### src/rtl/core/rpn_calc_pkg.sv
package rpn_calc_pkg;

	// Port field widths
	localparam int FUNC_W   = 3;
	localparam int VALUE_W  = 32;
	localparam int DEPTH_W  = 5;
	localparam int STATUS_W = 2;

	typedef logic [FUNC_W-1:0]   func_t;
	typedef logic [STATUS_W-1:0] status_t;

	// Operation codes
	localparam func_t FUNC_PUSH = 3'd0;
	localparam func_t FUNC_ADD  = 3'd1;
	localparam func_t FUNC_SUB  = 3'd2;
	localparam func_t FUNC_MUL  = 3'd3;
	localparam func_t FUNC_DIV  = 3'd4;
	localparam func_t FUNC_MIN  = 3'd5;

	// Status codes
	localparam status_t ST_OK        = 2'd0;
	localparam status_t ST_UNDERFLOW = 2'd1;
	localparam status_t ST_DIVZERO   = 2'd2;
	localparam status_t ST_FULL      = 2'd3;

endpackage

### src/rtl/core/rpn_calc_cmd_if.sv
interface rpn_calc_cmd_if;
	import rpn_calc_pkg::*;

	logic                      valid;
	logic                      ready;
	func_t                     func;
	logic signed [VALUE_W-1:0] push_value;

	modport source (output valid, func, push_value, input ready);
	modport sink (input valid, func, push_value, output ready);
endinterface

### src/rtl/core/rpn_calc_rsp_if.sv
interface rpn_calc_rsp_if;
	import rpn_calc_pkg::*;

	logic                      valid;
	logic                      ready;
	logic signed [VALUE_W-1:0] top_value;
	logic [DEPTH_W-1:0]        stack_depth;
	status_t                   status;

	modport source (output valid, top_value, stack_depth, status, input ready);
	modport sink (input valid, top_value, stack_depth, status, output ready);
endinterface

### src/rtl/core/rpn_stack_calculator_top.sv
// RPN integer stack calculator.
// cmd channel (valid/ready): one item per operation; func selects push, add,
// subtract, multiply, truncating divide or signed minimum; push_value is used
// only by a push. rsp channel (valid/ready): exactly one item per cmd item,
// carrying the top of stack (zero when empty), the entry count and a status
// (ok, too few operands, divide by zero, stack full).
// One item is in flight at a time: cmd.ready is high only while idle.
// Each item is decoded; an operation with enough operands then loads them,
// multiply and divide iterate (divide also fixes the signs before and after),
// and the result is written back before the result register is loaded.
// One shared adder does the arithmetic and runs the shift-add multiply and the
// restoring divide one bit per cycle; the stack memory read is registered.
// Reset (arst_n low) empties the stack and drops any pending result; the
// stack memory itself is not cleared. When the rsp receiver stalls, the
// result holds in the output register; the next item can still be accepted
// and worked, and it waits at its end until the register is free.
module rpn_stack_calculator_top #(
	parameter int STACK_DEPTH = 16,
	parameter int DATA_WIDTH  = 32
) (
	input  logic                  clk,
	input  logic                  arst_n,
	rpn_calc_cmd_if.sink          cmd,
	rpn_calc_rsp_if.source        rsp
);
	import rpn_calc_pkg::*;

	localparam int W  = DATA_WIDTH;
	localparam int CW = $clog2(STACK_DEPTH + 1);
	localparam int AW = $clog2(STACK_DEPTH);
	localparam int IW = $clog2(DATA_WIDTH);

	localparam logic [W-1:0]  SIGN_BIT  = {1'b1, {(W-1){1'b0}}};
	localparam logic [IW-1:0] ITER_LAST = IW'(DATA_WIDTH - 1);
	localparam logic [CW-1:0] CNT_FULL  = CW'(STACK_DEPTH);
	localparam logic [CW-1:0] CNT_TWO   = CW'(2);

	// Sequencer states
	localparam logic [3:0] S_IDLE   = 4'd0;
	localparam logic [3:0] S_DECODE = 4'd1;
	localparam logic [3:0] S_LOAD   = 4'd2;
	localparam logic [3:0] S_NEGB   = 4'd3;
	localparam logic [3:0] S_ITER   = 4'd4;
	localparam logic [3:0] S_NEGQ   = 4'd5;
	localparam logic [3:0] S_WBACK  = 4'd6;
	localparam logic [3:0] S_FIN    = 4'd7;

	logic [3:0]          state_q;
	logic [CW-1:0]       count_q;
	logic                out_valid_q;

	func_t               func_q;
	logic [W-1:0]        pv_q;
	logic [W-1:0]        top_q;
	logic [W-1:0]        rd_q;
	logic [W-1:0]        acc_q;
	logic [W-1:0]        opa_q;
	logic [W-1:0]        opb_q;
	logic                neg_q;
	logic [IW-1:0]       iter_q;
	status_t             status_q;

	logic [VALUE_W-1:0]  out_top_q;
	logic [DEPTH_W-1:0]  out_depth_q;
	status_t             out_status_q;

	logic [W-1:0]        stack_mem [STACK_DEPTH];

	logic                accept;
	logic                is_push;
	logic                is_op;
	logic                stack_full;
	logic                too_few;
	logic                div_zero;
	logic                out_load;
	logic [CW-1:0]       cnt_m2;
	logic [AW-1:0]       raddr;
	logic                mem_we;
	logic [AW-1:0]       mem_waddr;
	logic [W-1:0]        mem_wdata;
	logic [63:0]         pv_ext;
	logic [63:0]         top_ext;
	logic [15:0]         cnt_ext;
	logic [W-1:0]        rem_shift;
	logic [W-1:0]        unit_x;
	logic [W-1:0]        unit_y;
	logic                unit_sub;
	logic [W:0]          unit_sum;
	logic                unit_carry;

	// Handshake and decode
	assign accept     = cmd.valid && cmd.ready;
	assign cmd.ready  = (state_q == S_IDLE);
	assign is_push    = (func_q == FUNC_PUSH);
	assign is_op      = (func_q inside {[FUNC_ADD:FUNC_MIN]});
	assign stack_full = (count_q >= CNT_FULL);
	assign too_few    = (count_q < CNT_TWO);
	assign div_zero   = (top_q == '0);
	assign out_load   = (state_q == S_FIN) && (!out_valid_q || rsp.ready);

	// Operand a sits just below the top; the top lives in top_q
	assign cnt_m2 = count_q - CNT_TWO;
	assign raddr  = cnt_m2[AW-1:0];

	// Sign-extend the pushed value to the stack width
	assign pv_ext = {{(64-VALUE_W){cmd.push_value[VALUE_W-1]}}, cmd.push_value};

	// Widen for the fixed-width result fields
	assign top_ext = 64'(top_q);
	assign cnt_ext = 16'(count_q);

	assign rem_shift = {acc_q[W-2:0], opa_q[W-1]};

	// Shared adder operand select
	always_comb begin
		unit_x   = '0;
		unit_y   = '0;
		unit_sub = 1'b0;
		case (state_q)
			S_LOAD: begin
				case (func_q)
					FUNC_ADD: begin
						unit_x = rd_q;
						unit_y = top_q;
					end
					FUNC_SUB: begin
						unit_x   = rd_q;
						unit_y   = top_q;
						unit_sub = 1'b1;
					end
					FUNC_MIN: begin
						// carry set means top >= a, signed
						unit_x   = top_q ^ SIGN_BIT;
						unit_y   = rd_q ^ SIGN_BIT;
						unit_sub = 1'b1;
					end
					FUNC_DIV: begin
						unit_y   = rd_q;
						unit_sub = 1'b1;
					end
					default: begin
						unit_sub = 1'b0;
					end
				endcase
			end
			S_NEGB: begin
				unit_y   = opb_q;
				unit_sub = 1'b1;
			end
			S_ITER: begin
				if (func_q == FUNC_MUL) begin
					unit_x = acc_q;
					unit_y = opa_q[0] ? opb_q : '0;
				end else begin
					unit_x   = rem_shift;
					unit_y   = opb_q;
					unit_sub = 1'b1;
				end
			end
			S_NEGQ: begin
				unit_y   = opa_q;
				unit_sub = 1'b1;
			end
			default: begin
				unit_sub = 1'b0;
			end
		endcase
	end

	assign unit_sum   = {1'b0, unit_x} + {1'b0, unit_y ^ {W{unit_sub}}} + {{W{1'b0}}, unit_sub};
	assign unit_carry = unit_sum[W];

	// Stack memory write select: push in decode, result in write-back
	always_comb begin
		mem_we    = 1'b0;
		mem_waddr = count_q[AW-1:0];
		mem_wdata = pv_q;
		if (state_q == S_DECODE && is_push && !stack_full) begin
			mem_we = 1'b1;
		end else if (state_q == S_WBACK) begin
			mem_we    = 1'b1;
			mem_waddr = raddr;
			mem_wdata = acc_q;
		end
	end

	// Stack memory with registered read
	always_ff @(posedge clk) begin
		if (mem_we) begin
			stack_mem[mem_waddr] <= mem_wdata;
		end
		rd_q <= stack_mem[raddr];
	end

	// Sequencer, entry count and result valid
	always_ff @(posedge clk or negedge arst_n) begin
		if (!arst_n) begin
			state_q     <= S_IDLE;
			count_q     <= '0;
			out_valid_q <= 1'b0;
		end else begin
			if (out_load) begin
				out_valid_q <= 1'b1;
			end else if (rsp.ready) begin
				out_valid_q <= 1'b0;
			end
			case (state_q)
				S_IDLE: begin
					if (accept) begin
						state_q <= S_DECODE;
					end
				end
				S_DECODE: begin
					if (is_push) begin
						if (!stack_full) begin
							count_q <= count_q + CW'(1);
						end
						state_q <= S_FIN;
					end else if (is_op && !too_few) begin
						state_q <= S_LOAD;
					end else begin
						state_q <= S_FIN;
					end
				end
				S_LOAD: begin
					case (func_q)
						FUNC_DIV: state_q <= div_zero ? S_FIN : S_NEGB;
						FUNC_MUL: state_q <= S_ITER;
						default:  state_q <= S_WBACK;
					endcase
				end
				S_NEGB: begin
					state_q <= S_ITER;
				end
				S_ITER: begin
					if (iter_q == '0) begin
						state_q <= (func_q == FUNC_MUL) ? S_WBACK : S_NEGQ;
					end
				end
				S_NEGQ: begin
					state_q <= S_WBACK;
				end
				S_WBACK: begin
					count_q <= count_q - CW'(1);
					state_q <= S_FIN;
				end
				S_FIN: begin
					if (out_load) begin
						state_q <= S_IDLE;
					end
				end
				default: begin
					state_q <= S_IDLE;
				end
			endcase
		end
	end

	// Datapath registers
	always_ff @(posedge clk) begin
		case (state_q)
			S_IDLE: begin
				if (accept) begin
					func_q <= cmd.func;
					pv_q   <= pv_ext[W-1:0];
				end
			end
			S_DECODE: begin
				if (is_push) begin
					if (stack_full) begin
						status_q <= ST_FULL;
					end else begin
						status_q <= ST_OK;
						top_q    <= pv_q;
					end
				end else if (is_op && too_few) begin
					status_q <= ST_UNDERFLOW;
				end else begin
					status_q <= ST_OK;
				end
			end
			S_LOAD: begin
				iter_q <= ITER_LAST;
				case (func_q)
					FUNC_DIV: begin
						if (div_zero) begin
							status_q <= ST_DIVZERO;
						end
						acc_q <= '0;
						opa_q <= rd_q[W-1] ? unit_sum[W-1:0] : rd_q;
						opb_q <= top_q;
						neg_q <= rd_q[W-1] ^ top_q[W-1];
					end
					FUNC_MUL: begin
						acc_q <= '0;
						opa_q <= rd_q;
						opb_q <= top_q;
					end
					FUNC_MIN: begin
						acc_q <= unit_carry ? rd_q : top_q;
					end
					default: begin
						acc_q <= unit_sum[W-1:0];
					end
				endcase
			end
			S_NEGB: begin
				if (opb_q[W-1]) begin
					opb_q <= unit_sum[W-1:0];
				end
			end
			S_ITER: begin
				iter_q <= iter_q - IW'(1);
				if (func_q == FUNC_MUL) begin
					// shift-add: one multiplier bit per cycle
					acc_q <= unit_sum[W-1:0];
					opa_q <= opa_q >> 1;
					opb_q <= opb_q << 1;
				end else begin
					// restoring divide: one quotient bit per cycle
					acc_q <= unit_carry ? unit_sum[W-1:0] : rem_shift;
					opa_q <= {opa_q[W-2:0], unit_carry};
				end
			end
			S_NEGQ: begin
				acc_q <= neg_q ? unit_sum[W-1:0] : opa_q;
			end
			S_WBACK: begin
				top_q <= acc_q;
			end
			default: begin
				iter_q <= iter_q;
			end
		endcase

		// Load the result register
		if (out_load) begin
			out_top_q    <= (count_q == '0) ? '0 : top_ext[VALUE_W-1:0];
			out_depth_q  <= cnt_ext[DEPTH_W-1:0];
			out_status_q <= status_q;
		end
	end

	assign rsp.valid       = out_valid_q;
	assign rsp.top_value   = out_top_q;
	assign rsp.stack_depth = out_depth_q;
	assign rsp.status      = out_status_q;

endmodule

### src/flat_wrapper.sv
// flat-port wrapper written by rule: the top's interface ports become plain ports
module rpn_stack_calculator_top_flat import rpn_calc_pkg::*;
#(
	parameter int STACK_DEPTH = 16,
	parameter int DATA_WIDTH  = 32
)
  (clk, arst_n, cmd_valid, cmd_func, cmd_push_value, cmd_ready, rsp_valid, rsp_top_value, rsp_stack_depth, rsp_status, rsp_ready);
  rpn_calc_cmd_if cmd_i ();
  rpn_calc_rsp_if rsp_i ();
  input  logic clk;
  input  logic arst_n;
  input wire logic [$bits(cmd_i.valid)-1:0] cmd_valid;
  input wire logic [$bits(cmd_i.func)-1:0] cmd_func;
  input wire logic [$bits(cmd_i.push_value)-1:0] cmd_push_value;
  output wire logic [$bits(cmd_i.ready)-1:0] cmd_ready;
  output wire logic [$bits(rsp_i.valid)-1:0] rsp_valid;
  output wire logic [$bits(rsp_i.top_value)-1:0] rsp_top_value;
  output wire logic [$bits(rsp_i.stack_depth)-1:0] rsp_stack_depth;
  output wire logic [$bits(rsp_i.status)-1:0] rsp_status;
  input wire logic [$bits(rsp_i.ready)-1:0] rsp_ready;
  assign cmd_i.valid = cmd_valid;
  assign cmd_i.func = cmd_func;
  assign cmd_i.push_value = cmd_push_value;
  assign cmd_ready = cmd_i.ready;
  assign rsp_valid = rsp_i.valid;
  assign rsp_top_value = rsp_i.top_value;
  assign rsp_stack_depth = rsp_i.stack_depth;
  assign rsp_status = rsp_i.status;
  assign rsp_i.ready = rsp_ready;
  rpn_stack_calculator_top #(.STACK_DEPTH(STACK_DEPTH), .DATA_WIDTH(DATA_WIDTH)) u_core (.clk(clk), .arst_n(arst_n), .cmd(cmd_i), .rsp(rsp_i));
endmodule
### config.mk
export PLATFORM = sky130hd
export DESIGN_NAME = rpn_stack_calculator_top_flat
export DESIGN_NICKNAME = d
export VERILOG_FILES = /design/src/rtl/core/rpn_calc_pkg.sv /design/src/rtl/core/rpn_calc_cmd_if.sv /design/src/rtl/core/rpn_calc_rsp_if.sv /design/src/rtl/core/rpn_stack_calculator_top.sv /design/src/flat_wrapper.sv
export SDC_FILE = /design/constraint.sdc
export NUM_CORES = 1
export LEC_CHECK = 0
export ABC_CLOCK_PERIOD_IN_PS = 9700
export BUFFER_PORTS_ARGS = -buffer_cell sky130_fd_sc_hd__buf_4
export CAP_MARGIN = 20
export CORE_MARGIN = 5
export CORE_UTILIZATION = 40
export CTS_CLUSTER_SIZE = 8
export DETAILED_ROUTE_END_ITERATION = 16
export GPL_ROUTABILITY_DRIVEN = 0
export SKIP_LAST_GASP = 1
export SLEW_MARGIN = 10
export SYNTH_ARGS = -nofsm -noshare
export SYNTH_HDL_FRONTEND = slang
export SYNTH_SLANG_ARGS = --single-unit
### constraint.sdc
create_clock -name clk -period 9.7 [get_ports clk]
set_input_delay 1.455 -clock clk [delete_from_list [all_inputs] [get_ports clk]]
set_output_delay 1.455 -clock clk [all_outputs]
set_load 0.01 [all_outputs]
==> results of run 1 <==
per-stage QoR:
step	area [um^2]	utilization, %
5_1_grt	40230	46.37
3_3_place_gp	37040	42.70
4_1_cts	40200	46.34
6_report	40230	46.37
3_5_place_dp	37040	42.70
2_1_floorplan	34990	-
path summary, 6_finish.rpt:
| path | start | endpoint | slack (ns) | cells after the start |
|---|---|---|---|---|
| setup / recovery | u_core.state_q[2] | u_core.acc_q[23] | 2.90 | 20 |
| hold / removal | u_core.status_q[1] | u_core.rsp.status[1] | 0.42 | 0 |
| setup reg to reg | u_core.state_q[2] | u_core.acc_q[23] | 2.90 | 20 |
| hold reg to reg | u_core.status_q[1] | u_core.rsp.status[1] | 0.42 | 0 |
| max in group asynchronous | arst_n | u_core.count_q[0] | 8.84 | 1 |
| min in group asynchronous | arst_n | u_core.count_q[1] | 0.64 | 1 |
cells by family (layout without fill, tap and decap cells):
| family | after synthesis | in the layout | synth area share (%) |
|---|---|---|---|
| muxes | 267 | 267 | 13.38 |
| AOI/OAI and AO/OA | 567 | 567 | 10.63 |
| DFF | 763 | 763 | 64.43 |
| adders and majority gates | 38 | 38 | 1.402 |
| and+or+nand+nor | 536 | 536 | 6.940 |
| buffers and inverters | 194 | 365 | 2.160 |
| xor gates and xnor gates | 42 | 42 | 1.051 |
synth_stat cells, drive strengths merged, types with 32 or more instances:
| master | count |
|---|---|
| o22ai | 53 |
| a22oi | 118 |
| mux4 | 160 |
| ha | 36 |
| clkbuf | 129 |
| nor2b | 42 |
| nand2 | 269 |
| edfxtp | 722 |
| a211oi | 32 |
| mux2i | 100 |
| o21ai | 117 |
| nor2 | 116 |
| buf | 38 |
| dfxtp | 32 |
| a21oi | 101 |
worst max-delay path, cell delays in order (launching register included):
cell                       delay [ns]
sky130_fd_sc_hd__dfrtp_1         0.78
sky130_fd_sc_hd__nor2b_1         0.22
sky130_fd_sc_hd__buf_4           0.28
sky130_fd_sc_hd__and2_1          0.76
sky130_fd_sc_hd__buf_4           0.41
sky130_fd_sc_hd__a22oi_1         0.10
sky130_fd_sc_hd__o21ai_0         0.14
sky130_fd_sc_hd__mux2i_1         0.24
sky130_fd_sc_hd__ha_1            0.31
sky130_fd_sc_hd__o211ai_1        0.21
sky130_fd_sc_hd__a21oi_1         0.10
sky130_fd_sc_hd__o221a_2         0.31
sky130_fd_sc_hd__a211oi_2        0.29
sky130_fd_sc_hd__nor4bb_1        0.15
sky130_fd_sc_hd__o31ai_4         0.20
sky130_fd_sc_hd__buf_4           0.46
sky130_fd_sc_hd__and2_1          0.36
sky130_fd_sc_hd__buf_4           0.37
sky130_fd_sc_hd__or3_1           0.18
sky130_fd_sc_hd__a21oi_1         0.07
sky130_fd_sc_hd__or4_1           0.57
area by class of cell:
type,count,area (um^2),share of cell area [%]
clock buffers,191,2992,7.437
clock inverters,9,163.9,0.4075
inverters,27,101.3,0.2519
multi-input cells,1450,11910,29.61
flip-flops and latches,763,22560,56.07
well taps,1155,1445,3.593
repair buffers,138,1056,2.625
sequential cells by signal (all words and copies together), names as in the netlist, 32 cells and up:
name / count
u_core.stack_mem: 512
u_core.acc_q: 32
u_core.opa_q: 32
u_core.opb_q: 32
u_core.pv_q: 32
u_core.rd_q: 32
u_core.rsp.top_value: 32
u_core.top_q: 32
where the power goes:
group / switching, uW / internal, uW
sequential: 787 / 4910
combinational: 3930 / 2390
clock: 1410 / 2070
routing by layer:
layer  routed length [um]  share of wire (%)
met5                    0                  0
met4                 3105                3.0
met1                43520                 42
met3                 9805                9.5
met2                47050                 45
==> impl_summary.txt, run 1 <==
----------------------------------------------------
[Finish]
  Final #Nets ... about 2600
  Final non-filler cell total ... between 3000 and 4000
  Synthesis-to-layout area growth ... 14.95%
  Filler instances ... ~7600
  Leading cell types in the layout, fill and taps excluded ... sky130_fd_sc_hd__edfxtp_1 (722), sky130_fd_sc_hd__nand2_1 (268), sky130_fd_sc_hd__mux4_2 (160)
  Final antenna diode count ... 0
  Most frequent standard cell in the layout excluding fill and tap cells ... sky130_fd_sc_hd__edfxtp_1
  Ratio of cells with drive above 1 in the final layout ... between 10% and 20%

[Yosys]
  Synthesis-stage register bit count ... roughly 760
  EDFF count, synth ... slightly above 700
  Post-synthesis cell count ... between 2000 and 2500
  Share of synthesized area occupied by flip-flops and latches ... 64.43%
  Ys Warns ... 0
  Primary flip-flop cell chosen by synthesis mapping ... sky130_fd_sc_hd__edfxtp_1
  Syn nets ... roughly 2500
  Number of different library cells in the post-synthesis netlist ... 81
  Netlist Area Pre-Place ... ~0.035 mm^2
  Synth top area cells ... sky130_fd_sc_hd__edfxtp_1 (62%), sky130_fd_sc_hd__mux4_2 (10%), sky130_fd_sc_hd__nand2_1 (2.9%), sky130_fd_sc_hd__mux2i_1 (2.9%), sky130_fd_sc_hd__a22oi_1 (2.5%)
  Proportion of netlist area held by the largest area contributor ... 61.96%
  Fraction of synthesis flops using an asynchronous set or reset pin ... under 10%
  Average footprint of a synthesized cell ... roughly 15 um^2
  Cell type with the highest aggregate area in the netlist ... sky130_fd_sc_hd__edfxtp_1

[Critical path]
  Arrival time worst endpoint ... 7.20 ns
  CP max FO ... 26
  Capturing element type of the critical path ... flip-flop
  Startpoint-to-endpoint class of the critical path ... reg2reg
  Data required time of the critical path ... between 10 and 15 ns
  Nature of the critical path startpoint ... flip-flop

[CTS]
  Number of levels in the clock H-tree ... 3
  Buffer cell driving the clock tree root ... sky130_fd_sc_hd__clkbuf_16
  CTS hold repair buffers ... 0
  Clock sink count ... about 760
  Buffers inserted during post-CTS setup optimization ... 0
  Post_cts resized ... 0
  Clock transition at the register clock pins on the worst setup and hold paths after CTS ... roughly 0.06 ns
  Num CTS Buffers ... around 110
  Clock latency of the later-clocked register in the worst-skew pair ... between 0.6 and 0.7 ns
  Max Buffers Root-to-Sink ... 3
  CTS tree ... done

[Drt]
  First DRT Iteration DRCs ... ~3100
  Post-detailed-route count of antenna-violating nets ... 0
  Via count of the routed design ... roughly 23000
  Total Wirelength ... 103500 um
  Wire per inst ... 27.72 um
  Count of unresolved DRC violations after routing ... 0
  First drt pass iteration count ... 8
  Mean number of vias per cell ... around 6.1

[STA]
  Final number of setup-violating endpoints ... 0
  Skew final ... 0.05118 ns
  Worst slew pin tran ... 1.119 ns
  WHS ... approximately 0.42 ns
  Relative slew slack ... about a quarter
  Top achievable clock speed ... 147.1 MHz
  Min setup slack post-route ... around 2.9 ns
  Tcrit/Tclk final ... between 70% and 80%
  Fin. Hold Viols ... 0
  Final critical delay including setup and external delays ... between 6 and 7 ns
  Slew Viols, Final ... 0
  Unrepaired setup endpoints after global routing ... no
  Total negative slack ... 0 ns

[Global routing]
  Wire length of the first global-routing pass ... roughly 150000 um
  Total routing usage reported by global routing ... between 20% and 30%
  Global routing's busiest layer ... met2
  Leftover overflow at the end of global routing ... 0
  M3 GR Usage ... just under 4%
  Initial antenna violation count ... 3
  Via count of the first global-routing pass ... between 20000 and 25000
  Met1 layer usage reported by global route ... approximately a third
  Fraction of met2 tracks used by global routing ... about a third
  Largest net degree at the start of global routing ... 76

[Placement]
  Detail Placement HPWL ... 62860 um
  Count of buffers from port buffering ... 79
  Worst slack at placement ... ~3.0 ns
  Number of placed instances, taps included ... roughly 3500

[Die]
  Die height ... ~300 um
  Die footprint ... 0.09350 mm^2
  Initial Util ... 40.34%
  X dimension of the die ... 305.8 um
  Standard-cell rows ... between 100 and 150
  Core area ... approximately 0.087 mm^2
  Num ports ... 80

[Power]
  Static power due to leakage ... between 0.01 and 0.015 uW
  Maximum ir drop on the vdd rail ... 0.2461 mV
  Power Total ... 15500 uW
  Ratio of total power to cell area ... ~390 mW/mm^2

[Run]
  Maxcap violations ... 0

[Status]
  Status ... complete, no violations

[Hold path]
  Path class of the lowest-slack min-delay path ... reg2reg

----------------------------------------------------
Note: power is estimated with default switching activity, not from simulation.
==> run 2: changes to the inputs <==
ABC_CLOCK_PERIOD_IN_PS = 6650   (was 9700)
clock period = 6.65 ns   (was 9.7 ns; I/O delays follow)
==> impl_summary.txt, run 2 (same netlist as run 1, synthesis figures left out) <==
----------------------------------------------------
[Finish]
  Largest register FFs ... 512 (unchanged)
  Sequential Area ... 0.02256 mm^2 (unchanged)
  Most frequent standard cell in the layout excluding fill and tap cells ... sky130_fd_sc_hd__edfxtp_1
  Filler instances ... 7578 (-0.36%)
  Most flops, register ... u_core.stack_mem
  Leading cell types in the layout, fill and taps excluded ... sky130_fd_sc_hd__edfxtp_1 (722), sky130_fd_sc_hd__nand2_1 (268), sky130_fd_sc_hd__mux4_2 (160)
  Synthesis-to-layout area growth ... 15.01% (about the same)
  Area of the multi-input gates ... 0.01191 mm^2 (unchanged)
  Ratio of cells with drive above 1 in the final layout ... 18.46% (+0.19 points)
  Final #Nets ... 2566 (+0.12%)

[Critical path]
  Data required time of the critical path ... 7.05 ns (-3.06 ns)
  Worst setup path start ... u_core.func_q[1]
  Arrival time worst endpoint ... 6.46 ns (-0.74 ns)
  R2R Path Start ... u_core.func_q[1]
  Capturing element type of the critical path ... flip-flop
  CP max FO ... 24 (-7.7%)
  Register-to-register path setup slack ... 0.58 ns (-2.32 ns)
  Startpoint-to-endpoint class of the critical path ... reg2reg
  Nature of the critical path startpoint ... flip-flop

[Global routing]
  Total routing usage reported by global routing ... 21.63% (-0.027 points)
  Initial antenna violation count ... 6 (+3)
  Wire length of the first global-routing pass ... 152800 um (-0.47%)
  Leftover overflow at the end of global routing ... 0 (unchanged)
  Largest net degree at the start of global routing ... 92 (+21%)
  Via count of the first global-routing pass ... 23205 (+0.62%)

[Die]
  X dimension of the die ... 305.8 um (unchanged)
  Num ports ... 80 (unchanged)
  Die height ... 305.8 um (unchanged)
  Initial Util ... 40.34% (unchanged)
  Standard-cell rows ... 108 (unchanged)
  Die footprint ... 0.09350 mm^2 (unchanged)
  Core area ... 0.08675 mm^2 (unchanged)

[Run]
  Maxcap violations ... 0 (unchanged)

[Drt]
  Count of unresolved DRC violations after routing ... 0 (unchanged)
  Total Wirelength ... 104000 um (+0.48%)
  Mean number of vias per cell ... 6.169 (+0.39%)
  Via count of the routed design ... 22975 (+0.15%)
  First drt pass iteration count ... 6 (-2)
  Post-detailed-route count of antenna-violating nets ... 0 (unchanged)
  First DRT Iteration DRCs ... 3066 (-2.2%)
  Wire per inst ... 27.92 um (+0.72%)

[STA]
  Skew final ... 0.04210 ns (-0.009079 ns)
  Total negative slack ... 0 ns (unchanged)
  Worst slew pin tran ... 1.222 ns (+0.1027 ns)
  Fin. Hold Viols ... 0 (unchanged)
  WHS ... 0.1605 ns (-0.2596 ns)
  Tcrit/Tclk final ... 91.21% (+21 points)
  Slew Viols, Final ... 0 (unchanged)
  Top achievable clock speed ... 164.9 MHz (+12%)
  Final number of setup-violating endpoints ... 0 (unchanged)
  Final critical delay including setup and external delays ... 6.065 ns (-0.7313 ns)
  Relative slew slack ... 18.26% (-6.9 points)
  Unrepaired setup endpoints after global routing ... no

[Power]
  Ratio of total power to cell area ... 565.1 mW/mm^2 (+47%)
  Static power due to leakage ... 0.01399 uW (about the same)
  Maximum ir drop on the vdd rail ... 0.3266 mV (+33%)

[CTS]
  CTS tree ... done
  Number of levels in the clock H-tree ... 3 (unchanged)
  Clock transition at the register clock pins on the worst setup and hold paths after CTS ... 0.06 ns (about the same)
  Post_cts resized ... 0 (unchanged)
  Buffer cell driving the clock tree root ... sky130_fd_sc_hd__clkbuf_16
  Clock latency of the later-clocked register in the worst-skew pair ... 0.69 ns (about the same)
  Num CTS Buffers ... 106 (unchanged)
  CTS hold repair buffers ... 0 (unchanged)
  Buffers inserted during post-CTS setup optimization ... 0 (unchanged)
  Clock sink count ... 763 (unchanged)
  Max Buffers Root-to-Sink ... 3 (unchanged)

[Placement]
  Count of buffers from port buffering ... 79 (unchanged)
  Detail Placement HPWL ... 63520 um (+1.0%)

[Hold path]
  Path class of the lowest-slack min-delay path ... in2async

[Status]
  Status ... complete, no violations

----------------------------------------------------
-- run 2: where the power goes --
group | total [uW] | internal [uW] | switching, uW
clock | 5050 | 3040 | 2000
combinational | 9340 | 3520 | 5830
sequential | 8350 | 7160 | 1190
-- run 2: layer usage --
| metal | up-vias | part of all wire [%] | track usage (%) |
|---|---|---|---|
| met3 | 282 | 9.1 | 4.625 |
| met4 | 0 | 3.7 | 7.972 |
| met2 | 1299 | 47 | 34.75 |
| met1 | 11656 | 40 | 29.28 |
| li1 | 9738 | - | - |
| met5 | - | 0 | 0 |
-- run 2: stage by stage --
step	utilization [%]	power (uW)	cells	worst slack, ns	area, um^2
after floorplan	-	14190	2407	1.767	34990
after global placement	42.79	17320	3536	0.8608	37120
after detailed placement	42.79	17560	3536	0.7378	37120
after CTS	46.39	22660	3723	0.7179	40240
after global routing	46.39	23790	3723	0.2424	40240
final	46.39	22740	3724	0.5847	40240
-- run 2: area by class of cell --
| type | instances | share of cell area, % |
|---|---|---|
| flip-flops and latches | 763 | 56.05 |
| multi-input cells | 1450 | 29.60 |
| clock buffers | 179 | 7.374 |
| well taps | 1155 | 3.591 |
| repair buffers | 141 | 2.755 |
| clock inverters | 8 | 0.3762 |
| inverters | 27 | 0.2518 |
| diodes | 1 | 0.006218 |
-- run 2: worst paths after layout --
| check | end | depth (start not counted) |
|---|---|---|
| min reg2reg | u_core.rsp.status[1] | 0 |
| max in group asynchronous | u_core.count_q[0] | 1 |
| max reg2reg | u_core.acc_q[3] | 17 |
| min | u_core.state_q[2] | 1 |
| max | u_core.acc_q[3] | 17 |
| min in group clk | u_core.rsp.status[1] | 0 |
-- run 2: critical path: stages (launching register included) --
cell,delay [ns]
sky130_fd_sc_hd__edfxtp_1,0.61
sky130_fd_sc_hd__nor2b_2,0.71
sky130_fd_sc_hd__buf_4,0.44
sky130_fd_sc_hd__a32oi_1,0.11
sky130_fd_sc_hd__o211a_1,0.26
sky130_fd_sc_hd__a21o_2,0.24
sky130_fd_sc_hd__fa_1,0.46
sky130_fd_sc_hd__nand2b_1,0.19
sky130_fd_sc_hd__a21oi_1,0.25
sky130_fd_sc_hd__o221a_2,0.30
sky130_fd_sc_hd__a211oi_2,0.10
sky130_fd_sc_hd__nor4bb_1,0.60
sky130_fd_sc_hd__o31ai_4,0.10
sky130_fd_sc_hd__nand2_2,0.40
sky130_fd_sc_hd__buf_4,0.27
sky130_fd_sc_hd__mux2_2,0.34
sky130_fd_sc_hd__a222oi_1,0.23
sky130_fd_sc_hd__o21ai_0,0.17
